## src/rtl/wdrl_pkg.sv

```systemverilog
`default_nettype none

package wdrl_pkg;

  // Width of the id and value fields on the ports.
  localparam int FieldW = 32;

  // Default sizes of the lock core.
  localparam int MaxReadersDef = 8;
  localparam int IdBitsDef     = 32;
  localparam int ValueBitsDef  = 32;

  typedef enum logic [2:0] {
    MODE_RLOCK   = 3'd0,
    MODE_RUNLOCK = 3'd1,
    MODE_WLOCK   = 3'd2,
    MODE_WUNLOCK = 3'd3,
    MODE_UPGRADE = 3'd4,
    MODE_WRITE   = 3'd5,
    MODE_PHANTOM = 3'd6,
    MODE_READ    = 3'd7
  } mode_e;

  typedef enum logic [2:0] {
    ST_GRANTED    = 3'd0,
    ST_WAIT       = 3'd1,
    ST_DIE        = 3'd2,
    ST_NOT_HOLDER = 3'd3,
    ST_NOT_READER = 3'd4,
    ST_FULL       = 3'd5
  } status_e;

  typedef struct packed {
    logic [2:0]        mode;
    logic [FieldW-1:0] txn_id;
    logic [FieldW-1:0] new_value;
  } req_t;

  typedef struct packed {
    logic [2:0]        status;
    logic [FieldW-1:0] value_out;
    logic              phantom_out;
    logic [FieldW-1:0] oldest_holder;
  } rsp_t;

  // Flags that the slot scan hands to the decision logic.
  typedef struct packed {
    logic match;  // a valid slot holds the requesting id
    logic free;   // an unused slot exists
  } scan_flags_t;

endpackage

`default_nettype wire

```

## src/rtl/wait_die_record_lock_core.sv

```systemverilog
`default_nettype none

// Lock manager for a single record under wait-die ordering, where a smaller
// transaction id is older. Each request on the input channel is a read lock,
// read unlock, write lock, write unlock, upgrade, write value, mark phantom
// or plain read, and yields exactly one result with a status, the record
// value, the phantom flag and the oldest current holder (zero when nobody
// holds the record). The reader slot ids sit in a memory with a single read
// port, which is swept one slot per cycle; the read data is then registered,
// the sweep is ended and the decision is committed once the output register
// can take it. The next request is accepted in the cycle the result appears,
// even while that result is still stalled by the consumer.
module wait_die_record_lock_core #(
  parameter int MAX_READERS = wdrl_pkg::MaxReadersDef,
  parameter int ID_BITS     = wdrl_pkg::IdBitsDef,
  parameter int VALUE_BITS  = wdrl_pkg::ValueBitsDef
) (
  input  wire logic           clk_i,
  input  wire logic           rst_ni,
  input  wire logic           in_valid_i,
  output logic                in_stall_o,
  input  wire wdrl_pkg::req_t in_req_i,
  output logic                out_valid_o,
  input  wire logic           out_stall_i,
  output wdrl_pkg::rsp_t      out_rsp_o
);

  // Ids and values wider than the port fields are cut to the field width.
  localparam int IdW   = (ID_BITS < wdrl_pkg::FieldW) ? ID_BITS : wdrl_pkg::FieldW;
  localparam int ValW  = (VALUE_BITS < wdrl_pkg::FieldW) ? VALUE_BITS : wdrl_pkg::FieldW;
  localparam int AddrW = (MAX_READERS > 1) ? $clog2(MAX_READERS) : 1;
  localparam int CntW  = $clog2(MAX_READERS + 1);

  typedef enum logic [1:0] {
    S_IDLE,
    S_SCAN,
    S_COMMIT
  } state_e;

  state_e                state_q;
  wdrl_pkg::mode_e       mode_q;
  logic [IdW-1:0]        id_q;
  logic [ValW-1:0]       nv_q;

  // Architectural lock state. The reader ids themselves live in the slot
  // memory; their valid bits are kept here in flops so reset clears them.
  logic [IdW-1:0]         writer_q, writer_d;
  logic [MAX_READERS-1:0] valid_q, valid_d;
  logic [CntW-1:0]        count_q, count_d;
  logic [ValW-1:0]        value_q, value_d;
  logic                   phantom_q, phantom_d;

  logic                   out_valid_q;
  wdrl_pkg::rsp_t         out_rsp_q;

  logic                   in_accept;
  logic                   commit;
  wdrl_pkg::status_e      status_d;
  logic [IdW-1:0]         oldest_d;
  logic                   slot_we;

  // Scan interface.
  logic                   rd_en;
  logic [AddrW-1:0]       rd_addr;
  logic [IdW-1:0]         rd_data;
  logic                   scan_done;
  wdrl_pkg::scan_flags_t  scan_flags;
  logic [IdW-1:0]         min_all;
  logic [IdW-1:0]         min_skip;
  logic [IdW-1:0]         min_rm;
  logic [IdW-1:0]         min_ins;
  logic [AddrW-1:0]       match_idx;
  logic [AddrW-1:0]       free_idx;

  assign in_stall_o = (state_q != S_IDLE);
  assign in_accept  = in_valid_i && !in_stall_o;

  // The decision is committed only once the output register can take it,
  // so a result waiting on the consumer is never overwritten.
  assign commit = (state_q == S_COMMIT) && (!out_valid_q || !out_stall_i);

  wdrl_ram #(
    .Width (IdW),
    .Depth (MAX_READERS)
  ) u_slots (
    .clk_i   (clk_i),
    .we_i    (slot_we),
    .waddr_i (free_idx),
    .wdata_i (id_q),
    .re_i    (rd_en),
    .raddr_i (rd_addr),
    .rdata_o (rd_data)
  );

  wdrl_scan #(
    .MaxReaders (MAX_READERS),
    .IdW        (IdW),
    .AddrW      (AddrW)
  ) u_scan (
    .clk_i       (clk_i),
    .rst_ni      (rst_ni),
    .start_i     (in_accept),
    .id_i        (id_q),
    .writer_i    (writer_q),
    .valid_i     (valid_q),
    .rd_en_o     (rd_en),
    .rd_addr_o   (rd_addr),
    .rd_data_i   (rd_data),
    .done_o      (scan_done),
    .flags_o     (scan_flags),
    .min_all_o   (min_all),
    .min_skip_o  (min_skip),
    .min_rm_o    (min_rm),
    .min_ins_o   (min_ins),
    .match_idx_o (match_idx),
    .free_idx_o  (free_idx)
  );

  // Decision logic. The scan has already produced every oldest-holder value
  // that the request can need, both before and after its own update, so the
  // decision is a selection among them. Note that whenever a writer is held
  // the reader table is empty, since a read lock is only granted with no
  // writer and a write lock or upgrade only with no other reader.
  always_comb begin
    status_d  = wdrl_pkg::ST_GRANTED;
    writer_d  = writer_q;
    valid_d   = valid_q;
    count_d   = count_q;
    value_d   = value_q;
    phantom_d = phantom_q;
    oldest_d  = min_all;
    slot_we   = 1'b0;
    case (mode_q)
      wdrl_pkg::MODE_RLOCK: begin
        if (writer_q == '0) begin
          if (!scan_flags.free || (count_q >= CntW'(MAX_READERS))) begin
            status_d = wdrl_pkg::ST_FULL;
          end else begin
            slot_we            = commit;
            valid_d[free_idx]  = 1'b1;
            count_d            = count_q + CntW'(1);
            oldest_d           = min_ins;
          end
        end else if (writer_q > id_q) begin
          status_d = wdrl_pkg::ST_WAIT;
        end else begin
          status_d = wdrl_pkg::ST_DIE;
        end
      end
      wdrl_pkg::MODE_RUNLOCK: begin
        if (!scan_flags.match) begin
          status_d = wdrl_pkg::ST_NOT_READER;
        end else begin
          valid_d[match_idx] = 1'b0;
          if (count_q != '0) begin
            count_d = count_q - CntW'(1);
          end
          oldest_d = min_rm;
        end
      end
      wdrl_pkg::MODE_WLOCK: begin
        if ((min_all != '0) && (min_all <= id_q)) begin
          status_d = wdrl_pkg::ST_DIE;
        end else if ((writer_q == '0) && (count_q == '0)) begin
          writer_d = id_q;
          oldest_d = id_q;
        end else begin
          status_d = wdrl_pkg::ST_WAIT;
        end
      end
      wdrl_pkg::MODE_WUNLOCK: begin
        if ((writer_q == '0) || (writer_q != id_q)) begin
          status_d = wdrl_pkg::ST_NOT_HOLDER;
        end else begin
          // With the writer gone and no readers, nobody holds the record.
          writer_d = '0;
          oldest_d = '0;
        end
      end
      wdrl_pkg::MODE_UPGRADE: begin
        if (!scan_flags.match) begin
          status_d = wdrl_pkg::ST_NOT_READER;
        end else if ((min_skip != '0) && (min_skip < id_q)) begin
          status_d = wdrl_pkg::ST_DIE;
        end else if ((writer_q == '0) && (count_q == CntW'(1))) begin
          valid_d[match_idx] = 1'b0;
          count_d            = '0;
          writer_d           = id_q;
          oldest_d           = id_q;
        end else begin
          status_d = wdrl_pkg::ST_WAIT;
        end
      end
      wdrl_pkg::MODE_WRITE: begin
        if ((writer_q == '0) || (writer_q != id_q)) begin
          status_d = wdrl_pkg::ST_NOT_HOLDER;
        end else begin
          value_d   = nv_q;
          phantom_d = 1'b0;
        end
      end
      wdrl_pkg::MODE_PHANTOM: begin
        if ((writer_q == '0) || (writer_q != id_q)) begin
          status_d = wdrl_pkg::ST_NOT_HOLDER;
        end else begin
          phantom_d = 1'b1;
        end
      end
      default: begin
        // A plain read is always granted and changes nothing.
        status_d = wdrl_pkg::ST_GRANTED;
      end
    endcase
  end

  // Sequencer: accept a request, let the scan sweep the slots, then commit.
  always_ff @(posedge clk_i or negedge rst_ni) begin
    if (!rst_ni) begin
      state_q     <= S_IDLE;
      mode_q      <= wdrl_pkg::MODE_READ;
      id_q        <= '0;
      nv_q        <= '0;
      writer_q    <= '0;
      valid_q     <= '0;
      count_q     <= '0;
      value_q     <= '0;
      phantom_q   <= 1'b0;
      out_valid_q <= 1'b0;
      out_rsp_q   <= '0;
    end else begin
      if (out_valid_q && !out_stall_i && !commit) begin
        out_valid_q <= 1'b0;
      end
      case (state_q)
        S_IDLE: begin
          if (in_accept) begin
            mode_q  <= wdrl_pkg::mode_e'(in_req_i.mode);
            id_q    <= in_req_i.txn_id[IdW-1:0];
            nv_q    <= in_req_i.new_value[ValW-1:0];
            state_q <= S_SCAN;
          end
        end
        S_SCAN: begin
          if (scan_done) begin
            state_q <= S_COMMIT;
          end
        end
        S_COMMIT: begin
          if (commit) begin
            writer_q                <= writer_d;
            valid_q                 <= valid_d;
            count_q                 <= count_d;
            value_q                 <= value_d;
            phantom_q               <= phantom_d;
            out_valid_q             <= 1'b1;
            out_rsp_q.status        <= status_d;
            out_rsp_q.value_out     <= wdrl_pkg::FieldW'(value_d);
            out_rsp_q.phantom_out   <= phantom_d;
            out_rsp_q.oldest_holder <= wdrl_pkg::FieldW'(oldest_d);
            state_q                 <= S_IDLE;
          end
        end
        default: begin
          state_q <= S_IDLE;
        end
      endcase
    end
  end

  assign out_valid_o = out_valid_q;
  assign out_rsp_o   = out_rsp_q;

endmodule

`default_nettype wire

```

## src/rtl/wdrl_ram.sv

```systemverilog
`default_nettype none

module wdrl_ram #(
  parameter int Width = 32,
  parameter int Depth = 8
) (
  input  wire logic                                  clk_i,
  input  wire logic                                  we_i,
  input  wire logic [((Depth > 1) ? $clog2(Depth) : 1)-1:0] waddr_i,
  input  wire logic [Width-1:0]                      wdata_i,
  input  wire logic                                  re_i,
  input  wire logic [((Depth > 1) ? $clog2(Depth) : 1)-1:0] raddr_i,
  output logic      [Width-1:0]                      rdata_o
);

  logic [Width-1:0] mem_q [Depth];

  always_ff @(posedge clk_i) begin
    if (we_i) begin
      mem_q[waddr_i] <= wdata_i;
    end
    if (re_i) begin
      rdata_o <= mem_q[raddr_i];
    end
  end

endmodule

`default_nettype wire

```

## src/rtl/wdrl_scan.sv

```systemverilog
`default_nettype none

// Walks the reader slots in order, one memory read per cycle, and folds the
// holder ids into the running oldest values that the decision step needs.
module wdrl_scan #(
  parameter int MaxReaders = 8,
  parameter int IdW        = 32,
  parameter int AddrW      = 3
) (
  input  wire logic                   clk_i,
  input  wire logic                   rst_ni,
  input  wire logic                   start_i,
  input  wire logic [IdW-1:0]         id_i,
  input  wire logic [IdW-1:0]         writer_i,
  input  wire logic [MaxReaders-1:0]  valid_i,
  output logic                        rd_en_o,
  output logic      [AddrW-1:0]       rd_addr_o,
  input  wire logic [IdW-1:0]         rd_data_i,
  output logic                        done_o,
  output wdrl_pkg::scan_flags_t       flags_o,
  output logic      [IdW-1:0]         min_all_o,
  output logic      [IdW-1:0]         min_skip_o,
  output logic      [IdW-1:0]         min_rm_o,
  output logic      [IdW-1:0]         min_ins_o,
  output logic      [AddrW-1:0]       match_idx_o,
  output logic      [AddrW-1:0]       free_idx_o
);

  localparam logic [AddrW-1:0] LastIdx = AddrW'(MaxReaders - 1);

  logic             issue_q;
  logic [AddrW-1:0] addr_q;
  logic             pv_q;
  logic [AddrW-1:0] pidx_q;
  logic             plast_q;
  logic             done_q;

  logic [IdW-1:0]   all_q, all_d;
  logic [IdW-1:0]   skip_q, skip_d;
  logic [IdW-1:0]   rm_q, rm_d;
  logic [IdW-1:0]   ins_q, ins_d;
  logic             match_q, match_d;
  logic             free_q, free_d;
  logic [AddrW-1:0] match_idx_q, match_idx_d;
  logic [AddrW-1:0] free_idx_q, free_idx_d;

  logic             slot_v;
  logic             slot_hit;

  // An id of zero stands for no holder, so it is replaced by any reader.
  // The fold is order dependent and follows slot order exactly.
  function automatic logic [IdW-1:0] fold(input logic [IdW-1:0] best,
                                          input logic [IdW-1:0] r);
    fold = ((best == '0) || (r < best)) ? r : best;
  endfunction

  always_ff @(posedge clk_i or negedge rst_ni) begin
    if (!rst_ni) begin
      issue_q <= 1'b0;
      addr_q  <= '0;
      pv_q    <= 1'b0;
      pidx_q  <= '0;
      plast_q <= 1'b0;
      done_q  <= 1'b0;
    end else begin
      pv_q    <= issue_q;
      pidx_q  <= addr_q;
      plast_q <= (addr_q == LastIdx);
      done_q  <= pv_q && plast_q;
      if (start_i) begin
        issue_q <= 1'b1;
        addr_q  <= '0;
      end else if (issue_q) begin
        if (addr_q == LastIdx) begin
          issue_q <= 1'b0;
        end else begin
          addr_q <= addr_q + AddrW'(1);
        end
      end
    end
  end

  always_comb begin
    slot_v      = valid_i[pidx_q];
    slot_hit    = slot_v && (rd_data_i == id_i);
    all_d       = all_q;
    skip_d      = skip_q;
    rm_d        = rm_q;
    ins_d       = ins_q;
    match_d     = match_q;
    free_d      = free_q;
    match_idx_d = match_idx_q;
    free_idx_d  = free_idx_q;
    if (slot_v) begin
      all_d = fold(all_q, rd_data_i);
      ins_d = fold(ins_q, rd_data_i);
      if (!slot_hit) begin
        skip_d = fold(skip_q, rd_data_i);
      end
      // The first matching slot is the one an unlock would free.
      if (slot_hit && !match_q) begin
        match_d     = 1'b1;
        match_idx_d = pidx_q;
      end else begin
        rm_d = fold(rm_q, rd_data_i);
      end
    end else if (!free_q) begin
      // The first free slot is where a read lock would place the id.
      free_d     = 1'b1;
      free_idx_d = pidx_q;
      ins_d      = fold(ins_q, id_i);
    end
  end

  always_ff @(posedge clk_i) begin
    if (start_i) begin
      all_q   <= writer_i;
      skip_q  <= writer_i;
      rm_q    <= writer_i;
      ins_q   <= writer_i;
      match_q <= 1'b0;
      free_q  <= 1'b0;
    end else if (pv_q) begin
      all_q       <= all_d;
      skip_q      <= skip_d;
      rm_q        <= rm_d;
      ins_q       <= ins_d;
      match_q     <= match_d;
      free_q      <= free_d;
      match_idx_q <= match_idx_d;
      free_idx_q  <= free_idx_d;
    end
  end

  assign rd_en_o       = issue_q;
  assign rd_addr_o     = addr_q;
  assign done_o        = done_q;
  assign flags_o.match = match_q;
  assign flags_o.free  = free_q;
  assign min_all_o     = all_q;
  assign min_skip_o    = skip_q;
  assign min_rm_o      = rm_q;
  assign min_ins_o     = ins_q;
  assign match_idx_o   = match_idx_q;
  assign free_idx_o    = free_idx_q;

endmodule

`default_nettype wire

```

## config.mk

```make
export PLATFORM = sky130hd
export DESIGN_NAME = wait_die_record_lock_core
export DESIGN_NICKNAME = d
export VERILOG_FILES = /design/src/rtl/wdrl_pkg.sv /design/src/rtl/wait_die_record_lock_core.sv /design/src/rtl/wdrl_ram.sv /design/src/rtl/wdrl_scan.sv
export SDC_FILE = /design/constraint.sdc
export NUM_CORES = 1
export LEC_CHECK = 0
export BUFFER_PORTS_ARGS = -buffer_cell sky130_fd_sc_hd__buf_2
export CAP_MARGIN = 20
export CORE_ASPECT_RATIO = 0.7
export CORE_MARGIN = 3
export CORE_UTILIZATION = 39
export CTS_CLUSTER_DIAMETER = 50
export CTS_CLUSTER_SIZE = 24
export DETAILED_ROUTE_END_ITERATION = 12
export PLACE_DENSITY = 0.54
export SKIP_LAST_GASP = 1
export SLEW_MARGIN = 20
export SYNTH_ARGS = -nofsm -noshare
export SYNTH_HDL_FRONTEND = slang
export SYNTH_SLANG_ARGS = --single-unit
```

## constraint.sdc

```tcl
create_clock -name clk_i -period 4.48 [get_ports clk_i]
set_input_delay 0.224 -clock clk_i [delete_from_list [all_inputs] [get_ports clk_i]]
set_output_delay 0.224 -clock clk_i [all_outputs]
set_load 0.005 [all_outputs]
```

==> results of run 1 <==
logic make-up after synthesis:
kind of cell	after synthesis	share of synthesized area
AND/OR/NAND/NOR	619	0.0914
adder cells (fa/ha/maj)	256	0.102
buffers and inverters	265	0.0327
multiplexers	213	0.0980
XOR/XNOR	33	0.00920
flip-flops	616	0.558
AO/OA/AOI/OAI	544	0.109
worst min path at each step:
stage | startpoint | end | slack (ns) | cells after the start
final | rst_ni | id_q[9]$_DFFE_PN0P_ | 0.19 | 2
after global routing | rst_ni | id_q[9]$_DFFE_PN0P_ | 0.24 | 2
after CTS | rst_ni | out_rsp_o[8]$_DFFE_PN0P_ | 0.23 | 2
after floorplan | rst_ni | count_q[0]$_DFFE_PN0P_ | -0.07 | 0
after global placement | rst_ni | id_q[9]$_DFFE_PN0P_ | 0.33 | 1
after detailed placement | rst_ni | out_rsp_o[8]$_DFFE_PN0P_ | 0.35 | 1
critical path: cells and delay by family (launching register included):
| kind | cells | cell delay [ns] |
|---|---|---|
| adder cells (fa/ha/maj) | 1 | 0.42 |
| AND/OR/NAND/NOR | 2 | 1.27 |
| AO/OA/AOI/OAI | 4 | 1.30 |
| flip-flops | 1 | 0.61 |
| buffers and inverters | 1 | 0.28 |
| multiplexers | 1 | 0.37 |
Yosys cell counts, types with 4 or more instances:
cell type,number,area (sq um)
mux4_2,66,1490
nor3_1,25,125
and3_1,7,43.8
a31oi_1,9,56.3
or2_2,6,37.5
nand4_1,61,382
edfxtp_1,422,12700
a21o_1,63,473
nand2b_1,16,100
inv_1,165,619
o211ai_1,5,37.5
xnor2_1,15,131
buf_1,9,33.8
o21a_1,9,67.6
mux2i_1,52,521
a21oi_1,126,631
mux2_2,94,1060
nand2_1,310,1160
clkbuf_1,83,312
buf_2,4,20.0
and2_1,6,37.5
a2111oi_0,4,35.0
nor2_1,85,319
a22o_1,4,35.0
nor2b_1,12,75.1
ha_1,256,3200
o22a_1,25,219
o221ai_1,16,140
a221oi_1,28,245
o21ai_0,187,936
dfrtp_1,189,4730
o31ai_1,29,218
xor2_1,18,158
a211oi_1,8,60.1
nor4_1,54,338
nand3_1,21,105
a211o_1,4,35.0
per-layer routing:
metal / global-route usage / vias to the layer above
li1: - / 10100
met1: 0.394 / 11600
met2: 0.337 / 1052
met3: 0.0564 / 136
met4: 0.0512 / 0
met5: 0 / -
power by group:
| part | switching [mW] | total, mW | internal (mW) |
|---|---|---|---|
| logic | 6.55 | 10.6 | 4.08 |
| registers | 1.85 | 9.86 | 8.01 |
| clock network | 2.39 | 4.91 | 2.52 |
| total | 10.8 | 25.4 | 14.6 |
state kept, by name, summed over array words and instances (netlist names), 4 cells and up:
signal	cells
count_q	4
id_q	32
nv_q	32
out_rsp_o	68
u_scan.min_all_o	32
u_scan.min_ins_o	32
u_scan.min_rm_o	32
u_scan.min_skip_o	32
u_slots.mem_q	256
u_slots.rdata_o	32
valid_q	8
writer_q	32
stage by stage:
stage                     setup WS [ns]  total power [mW]  area (sq um)  hold WS [ns]
after CTS                         0.203              25.2         36400         0.228
after global routing             0.0208              26.9         36400         0.244
final                            0.0558              25.4         36400         0.194
after detailed placement          0.212              20.2         33900         0.347
after floorplan                   0.369              15.6         31400       -0.0716
after global placement            0.466              19.9         33900         0.333
layout make-up:
type,instances,share of cell area
flip-flops and latches,616,0.481
multi-input cells,1665,0.357
repair buffers,285,0.0592
clock buffers,56,0.0370
well taps,1056,0.0363
inverters,165,0.0170
clock inverters,36,0.0124
diodes,4,0.000275
what timing repair did:
item,CTS,global route
endpoints found under the hold margin,147,0
endpoints found under the setup margin,0,0
hold buffers,70,0
==> results.toml, run 1 <==
[floorplan]
fp.dieH_um = 243
die_w_um = 345
num_io_pins = 141
fp-row-count = 86
fp.coreArea_sq_um = 79200
start_util = 0.397
die-area_sq_um = 84000

[worst_setup_path]
crit_end = "writer_q[6]$_DFFE_PN0P_"
worstPathArrival_ns = 4.93
crit_path_start_kind = "flop"
cp_cell_sequence = "ha_1, nand4_1, nor4_1, o41a_1, o21ai_0, a211o_1, a211oi_4, buf_12, mux2_2"
crit_path_max_fanout = 32
reg2reg_from = "u_scan.min_all_o[27]$_DFFE_PP_"
path_class = "flop to flop"
critPathMaxStageDelay_ns = 0.97
crit_slowest_cell = "nor4_1"
r2r_slack_ns = 0.06
worstReg2RegEnd = "writer_q[6]$_DFFE_PN0P_"
required_ns = 4.99
crit_start = "u_scan.min_all_o[27]$_DFFE_PP_"
rr_worst_depth = 9
crit_path_end_kind = "flop"

[layout]
layout.cells.most_common = "edfxtp_1"
nNetsFinal = 3109
fin_util = 0.460
drive_gt1_frac = 0.178
mostFrequentLayoutCells = "edfxtp_1 (422), nand2_1 (309), ha_1 (256)"
fillers = 7189
fin_cells = 3883
register_area_sq_um = 17500
multi_input_area_sq_um = 13000
area_delta_synth_final_pct = 16.0

[global_route]
grt_overflow = 0
grt_use_total = 0.247
grt_pass1_wl_um = 155000
grt_max_degree = 116
grt_pass1_vias = 22400
antenna_found_initial = 6

[cts]
post-cts-setup-buffers = 0
htree_num_levels = 2
clk_pin_slew_ns = 0.08
cts_buffers = 49
cts.sinks = 616
cts_tree = "built"
clock_latency_ns = 0.64
cts-root-buf = "clkbuf_16"
cts.path.max_buffers = 3
cts-resized-gates = 0

[detailed_routing]
top_layer_used = "met4"
post_drt_via_cell_ratio = 5.89
met2_length_um = 42300
detail-route-antenna-nets = 0
vias = 22900
routedLengthMet1_um = 49500
first_pass_iters = 5
finalWirelength_um = 105000
wl_per_cell_um = 27.1
dr.first_iter.drc_count = 2726
drc = 0
wl_met3_um = 11100

[power_and_ir_drop]
power_density_nw_per_um2 = 697
peakVddDrop_v = 0.000594
p_leak_nw = 15.0

[synth]
synth_nets = 2873
async_reset_ff_frac = 0.312
synth_cell_types = 66
synth_area_per_cell_sq_um = 12.3
ys_seq_area_frac = 0.558
synth-edff-count = 422
netlist_area_sq_um = 31400
synth_ff_type = "edfxtp_1"
synth_warnings = 0
synthCells = 2546
synth_seq_cells = 616

[min_path]
hold_path.class = "primary input to async pin"

[timing]
worst_pin_slew_ns = 1.06
timing.final.crit_share = 0.988
fin_tns_setup_ns = 0
fmax_mhz = 226
fin_crit_ns = 4.42
fin_skew_ns = 0.0323
hold_viol_final = 0
slew-limit-headroom = 0.293
slew_violations = 0
rsz0062_at_grt = "false"
setup_viol = 0

[status]
status = "complete, no violations"

[job]
cap_violations = 0

[placement]
place_hpwl_um = 74800
dpl.cell_count = 3716
io_buffer_count = 140
gp_congestion = 0.917
No activity file was read; power rests on OpenSTA's default activity.
==> run 2: changes to the inputs <==
--- a/config.mk
+++ b/config.mk
@@ -13,6 +13,7 @@
 export CTS_CLUSTER_DIAMETER = 50
 export CTS_CLUSTER_SIZE = 24
 export DETAILED_ROUTE_END_ITERATION = 12
+export GPL_TIMING_DRIVEN = 0
 export PLACE_DENSITY = 0.54
 export SKIP_LAST_GASP = 1
 export SLEW_MARGIN = 20
==> run 2 against run 1 <==
  * Utilization is 0.29 points higher
  * Power is 0.41% lower
  * Flip-flop and latch count stayed put
  * Critical endpoint is now out_rsp_o[22]$_DFFE_PN0P_
  * Largest power group is now registers
  * Highest routed layer unchanged
==> results.toml, run 2 (same netlist as run 1, synthesis figures left out) <==
[global_route]
grt_use_total = 0.255
antenna_found_initial = 3
grt_max_degree = 87
grt_overflow = 0
grt_pass1_vias = 22800
grt_pass1_wl_um = 158000

[floorplan]
fp.dieH_um = 243
die_w_um = 345
die-area_sq_um = 84000
fp.coreArea_sq_um = 79200
num_io_pins = 141
fp-row-count = 86
start_util = 0.397

[layout]
fin_util = 0.463
top_register = "u_slots.mem_q"
layout.cells.most_common = "edfxtp_1"
area_delta_synth_final_pct = 16.8
largest_reg_flops = 256
nNetsFinal = 3167
fillers = 7246
drive_gt1_frac = 0.171
mostFrequentLayoutCells = "edfxtp_1 (422), nand2_1 (310), ha_1 (256)"

[power_and_ir_drop]
power_density_nw_per_um2 = 690
peakVddDrop_v = 0.000343
p_leak_nw = 15.0
power_mw = 25.3

[detailed_routing]
dr.first_iter.drc_count = 2695
wl_per_cell_um = 27.6
vias = 23300
detail-route-antenna-nets = 0
first_pass_iters = 6
post_drt_via_cell_ratio = 5.92
finalWirelength_um = 109000
drc = 0

[worst_setup_path]
path_class = "flop to flop"
crit_path_start_kind = "flop"
worstPathArrival_ns = 4.92
crit_path_end_kind = "flop"
required_ns = 4.94
crit_path_max_fanout = 13

[min_path]
hold_path.class = "primary input to async pin"

[timing]
timing.final.crit_share = 0.996
setup_viol = 0
rsz0062_at_grt = "false"
hold_viol_final = 0
fin_skew_ns = 0.0478
fin_crit_ns = 4.46
slew-limit-headroom = 0.259
fin_tns_setup_ns = 0
worst_pin_slew_ns = 1.10
whs_ns = 0.0911
slew_violations = 0
fmax_mhz = 224

[status]
status = "complete, no violations"

[placement]
io_buffer_count = 140
gp_congestion = 0.955
place_hpwl_um = 82600

[cts]
clock_latency_ns = 0.65
cts_buffers = 49
cts.path.max_buffers = 3
cts-root-buf = "clkbuf_16"
clk_pin_slew_ns = 0.08
cts.sinks = 616
cts_tree = "built"
htree_num_levels = 2

[job]
cap_violations = 0
run 2: changes by cell type in the layout (fill, tap and decap cells not counted), sizes merged:
cell,delta
buf,-24
bufinv,-1
clkbuf,+82
clkinv,-4
clkinvlp,+1
diode,-2
inv,+3
run 2: worst max-delay path, cell delays in order (launching register included):
cell and delay [ns]:
dfrtp_1 0.68, inv_1 0.23, ha_1 0.37, a211o_1 0.30
a31oi_1 0.26, o21ai_0 0.18, a21oi_2 0.44, o21ai_1 0.33
a32oi_2 0.67, clkbuf_1 0.58, o221ai_1 0.23
run 2: metal layers:
| metal | wire length (um) | share of wire | track usage | up-vias |
|---|---|---|---|---|
| met1 | 50600 | 0.47 | 0.398 | 11900 |
| met2 | 43300 | 0.40 | 0.345 | 1080 |
| met5 | 0 | 0 | 0 | - |
| li1 | - | - | - | 10200 |
| met3 | 13200 | 0.12 | 0.0812 | 102 |
| met4 | 1610 | 0.015 | 0.0451 | 0 |
run 2: report_power, final:
| group | internal, mW | switching (mW) | total (mW) |
|---|---|---|---|
| Combinational | 3.87 | 6.15 | 10.0 |
| Sequential | 8.02 | 2.37 | 10.4 |
| Clock | 2.45 | 2.43 | 4.88 |
run 2: metrics by stage:
step	worst slack, ns	std cells	instance area (sq um)
finish	0.0159	3938	36700
global route	0.00557	3936	36700
CTS	0.0164	3930	36600
detailed placement	-0.599	3758	33900
global placement	-2.45	3742	33400
floorplan	0.369	2546	31400
run 2: what timing repair did:
| action | CTS | global route |
|---|---|---|
| gates resized for setup | 20 | 17 |
| pin swaps | 4 | 3 |
| setup endpoints to repair | 192 | 109 |
| setup buffers | 11 | 6 |
| hold buffers | 70 | 0 |
| hold endpoints to repair | 176 | 0 |
run 2: area by class of cell:
class	instances	area (sq um)	share of cell area
well taps	1056	1320	0.0360
clock inverters	35	463	0.0126
repair buffers	243	1940	0.0529
diodes	2	5.00	0.000136
plain buffers	100	410	0.0112
clock buffers	56	1330	0.0362
multi-input cells	1665	13000	0.355
inverters	165	619	0.0169
flip-flops and latches	616	17600	0.479
run 2: worst paths after layout:
kind	from	end	slack [ns]	depth (start not counted)
worst max-delay path	id_q[2]$_DFFE_PN0P_	out_rsp_o[22]$_DFFE_PN0P_	0.02	10
worst min-delay path	rst_ni	out_rsp_o[6]$_DFFE_PN0P_	0.09	2
worst max register to register	id_q[2]$_DFFE_PN0P_	out_rsp_o[22]$_DFFE_PN0P_	0.02	10
worst min register to register	u_scan.rd_addr_o[2]$_DFFE_PN0P_	u_scan.pidx_q[2]$_DFF_PN0_	0.47	0
max in group asynchronous	rst_ni	mode_q[1]$_DFFE_PN1P_	3.21	4
min in group clk_i	in_req_i[2]	nv_q[2]$_DFFE_PN0P_	0.29	4
==> run 3: changes to the inputs <==
--- a/config.mk
+++ b/config.mk
@@ -19,4 +19,5 @@
 export SLEW_MARGIN = 20
 export SYNTH_ARGS = -nofsm -noshare
 export SYNTH_HDL_FRONTEND = slang
+export SYNTH_HIERARCHICAL = 1
 export SYNTH_SLANG_ARGS = --single-unit
==> run 3 against run 2 <==
  * Synthesized cell count shrank 0.20%
  * Combinational power shrank 16%
  * Critical path depth grew 2
  * Sequential share of layout area shrank 0.48 points
  * Hold slack lost 0.013 ns
  * Register-to-register slack lost 0.02 ns
  * Power shrank 7.8%
  * Setup slack lost 0.016 ns
  * Final cell count shrank 0.10%
  * Fmax shrank 0.35%
  * Non-clock buffer count shrank 6
  * Critical path type unchanged
  * Largest power group unchanged
  * Highest routed layer is now met5
==> results.toml, run 3 <==
[power_and_ir_drop]
p_sw_frac = 0.415
switching_power_mw = 9.68
p_int_mw = 13.6
sequentialPowerShare = 0.426
p_leak_nw = 15.1
power.clock.fraction = 0.212
power_density_nw_per_um2 = 630
comb_power_share = 0.362
peakVddDrop_v = 0.000321

[worst_setup_path]
crit_family = "compound AO/OA/AOI/OAI gates"
cp_cell_sequence = "inv_1, ha_1, nand4_1, nor4_2, a311oi_1, a211oi_2, o311ai_4, a21oi_1, nand3b_1, buf_2, buf_6, mux2i_1"
crit_buf_inv = 3
crit_slowest_cell = "dfrtp_1"
crit_path_max_fanout = 13
worstPathArrival_ns = 5.03
crit_path_end_kind = "flop"
critPathMaxStageDelay_ns = 0.65
required_ns = 5.03
path_class = "flop to flop"
crit_path_start_kind = "flop"

[cts]
cts-root-buf = "clkbuf_16"
cts.sinks = 616
clock_latency_ns = 0.65
cts_buffers = 51
htree_num_levels = 2
cts.path.max_buffers = 3
clk_pin_slew_ns = 0.08
cts_tree = "built"

[timing]
whs_ns = 0.0778
hold_viol_final = 0
timing.final.crit_share = 1.00
fin_skew_ns = 0.0280
slew-limit-headroom = 0.159
setup_viol = 0
worst_slack_ns = 0.0000990
fmax_mhz = 223
slew_violations = 0
worst_pin_slew_ns = 1.26
fin_crit_ns = 4.48
rsz0062_at_grt = "true"

[layout]
largest_reg_flops = 256
area_delta_synth_final_pct = 16.4
fillers = 7197
mostFrequentLayoutCells = "edfxtp_1 (422), ha_1 (256), inv_1 (236)"
layout.cells.most_common = "edfxtp_1"
top_register = "u_slots/mem_q"
nNetsFinal = 3160
fin_area_sq_um = 37000
drive_gt1_frac = 0.167

[placement]
gp_congestion = 0.972
place_area_sq_um = 34400
io_buffer_count = 140
place_hpwl_um = 85000
pre_cts_ws_ns = -0.582

[synth]
synthTopCellsByArea = "edfxtp_1 (40%), dfrtp_1 (15%), ha_1 (10%)"
async_reset_ff_frac = 0.312
yosysMostFrequentCell = "edfxtp_1"
synth-edff-count = 422
ys_seq_area_frac = 0.551
synth_seq_cells = 616
ys_top_cells_by_count = "edfxtp_1 (422), ha_1 (256), inv_1 (236), dfrtp_1 (189), nand2_1 (175)"
netlist_area_sq_um = 31800
synth_ff_type = "edfxtp_1"
synth_warnings = 6
synth_area_leader_cell = "edfxtp_1"
synth_cell_types = 83
synth_nets = 2868
synth_top_cell_area_share = 0.399
synth_area_per_cell_sq_um = 12.5
synthCells = 2541

[detailed_routing]
detail-route-antenna-nets = 0
wl_per_cell_um = 28.5
finalWirelength_um = 112000
vias = 23100
drc = 0
post_drt_via_cell_ratio = 5.87
first_pass_iters = 6
dr.first_iter.drc_count = 2673

[global_route]
grt_overflow = 0
grt_use_total = 0.261
grt_max_degree = 78
grt_pass1_wl_um = 161000
antenna_found_initial = 4
grt_pass1_vias = 22600

[floorplan]
start_util = 0.399
fp.dieH_um = 245
die_w_um = 347
die-area_sq_um = 85000
fp.coreArea_sq_um = 79700
fp-row-count = 86
num_io_pins = 141

[min_path]
hold_path.class = "primary input to async pin"

[status]
status = "complete, no violations"

[job]
cap_violations = 0
-- run 3: cell types whose count changed in the layout (fill, tap and decap cells not counted), sizes merged, moves of 16 or more --
cell	change
inv	+71
o21ai	-23
a221oi	-23
clkbuf	-34
nand2	-135
nor4	+16
nor2	+22
a31oi	+22
buf	+32
a21oi	+39
o22a	-24
-- run 3: final timing paths --
kind	to	slack [ns]	cells after the start	startpoint
max reg2reg	writer_q[7]$_DFFE_PN0P_	0.0001	12	id_q[14]$_DFFE_PN0P_
min in group clk_i	id_q[11]$_DFFE_PN0P_	0.33	4	in_req_i[43]
min reg2reg	u_scan/pidx_q[1]$_DFF_PN0_	0.48	0	u_scan/rd_addr_o[1]$_DFFE_PN0P_
max in group asynchronous	out_rsp_o[25]$_DFFE_PN0P_	3.26	4	rst_ni
max	writer_q[7]$_DFFE_PN0P_	0.0001	12	id_q[14]$_DFFE_PN0P_
min	id_q[11]$_DFFE_PN0P_	0.08	2	rst_ni
-- run 3: cell families (layout without fill, tap and decap cells) --
group | after synthesis | count (layout) | synth area share
adder cells (fa/ha/maj) | 256 | 256 | 0.101
flip-flops | 616 | 616 | 0.551
XOR/XNOR | 33 | 33 | 0.00909
multiplexers | 227 | 227 | 0.107
AND/OR/NAND/NOR | 522 | 522 | 0.0805
other | 0 | 2 | 0
buffers and inverters | 335 | 670 | 0.0439
AO/OA/AOI/OAI | 552 | 552 | 0.108
-- run 3: power by group through the flow --
stage	Clock, mW	Combinational, mW	Sequential, mW
final	4.93	8.45	9.94
after detailed placement	0	8.13	10.0
after global placement	0	7.69	10.1
after global routing	5.27	9.32	10.1
after floorplan	0	5.38	8.91
after CTS	5.02	8.26	9.92
-- run 3: repair_timing --
item / CTS / global route
hold endpoints to repair: 182 / 0
resized for setup: 13 / 12
cloned: 0 / 0
hold buffers: 70 / 0
setup endpoints to repair: 299 / 210
setup buffers: 1 / 2
pin swaps: 1 / 2
-- run 3: layout make-up --
class / instances / area (sq um) / share of cell area
timing repair buffer: 241 / 1860 / 0.0502
inverter: 237 / 890 / 0.0240
clock inverter: 36 / 443 / 0.0120
antenna: 2 / 5.00 / 0.000135
multi-input combinational: 1590 / 13100 / 0.354
clock buffer: 60 / 1370 / 0.0371
sequential: 616 / 17500 / 0.474
tap: 1056 / 1320 / 0.0357
buffer: 96 / 502 / 0.0136
-- run 3: layer usage --
layer  global-route usage  up-vias  part of all wire
met3               0.0796      122              0.11
met2                0.364     1050              0.40
li1                     -    10200                 -
met4               0.0502        2             0.016
met1                0.398    11700              0.47
met5                    0        -            0.0012
-- run 3: per-stage QoR --
stage / TNS, ns / utilization / power [mW] / cells
CTS: 0 / 0.463 / 23.2 / 3931
global placement: -767.46 / 0.424 / 17.8 / 3737
global route: -0.123 / 0.464 / 24.6 / 3932
floorplan: 0 / - / 14.3 / 2541
detailed placement: -53.66 / 0.431 / 18.2 / 3765
finish: 0 / 0.464 / 23.3 / 3934
-- run 3: worst register-to-register path, delay by kind of cell, from the launching register on --
family	cells	cell delay, ns
AOI/OAI and AO/OA	4	1.70
buffers and inverters	3	0.83
DFF	1	0.65
and+or+nand+nor	3	0.61
adders and majority gates	1	0.39
muxes	1	0.24
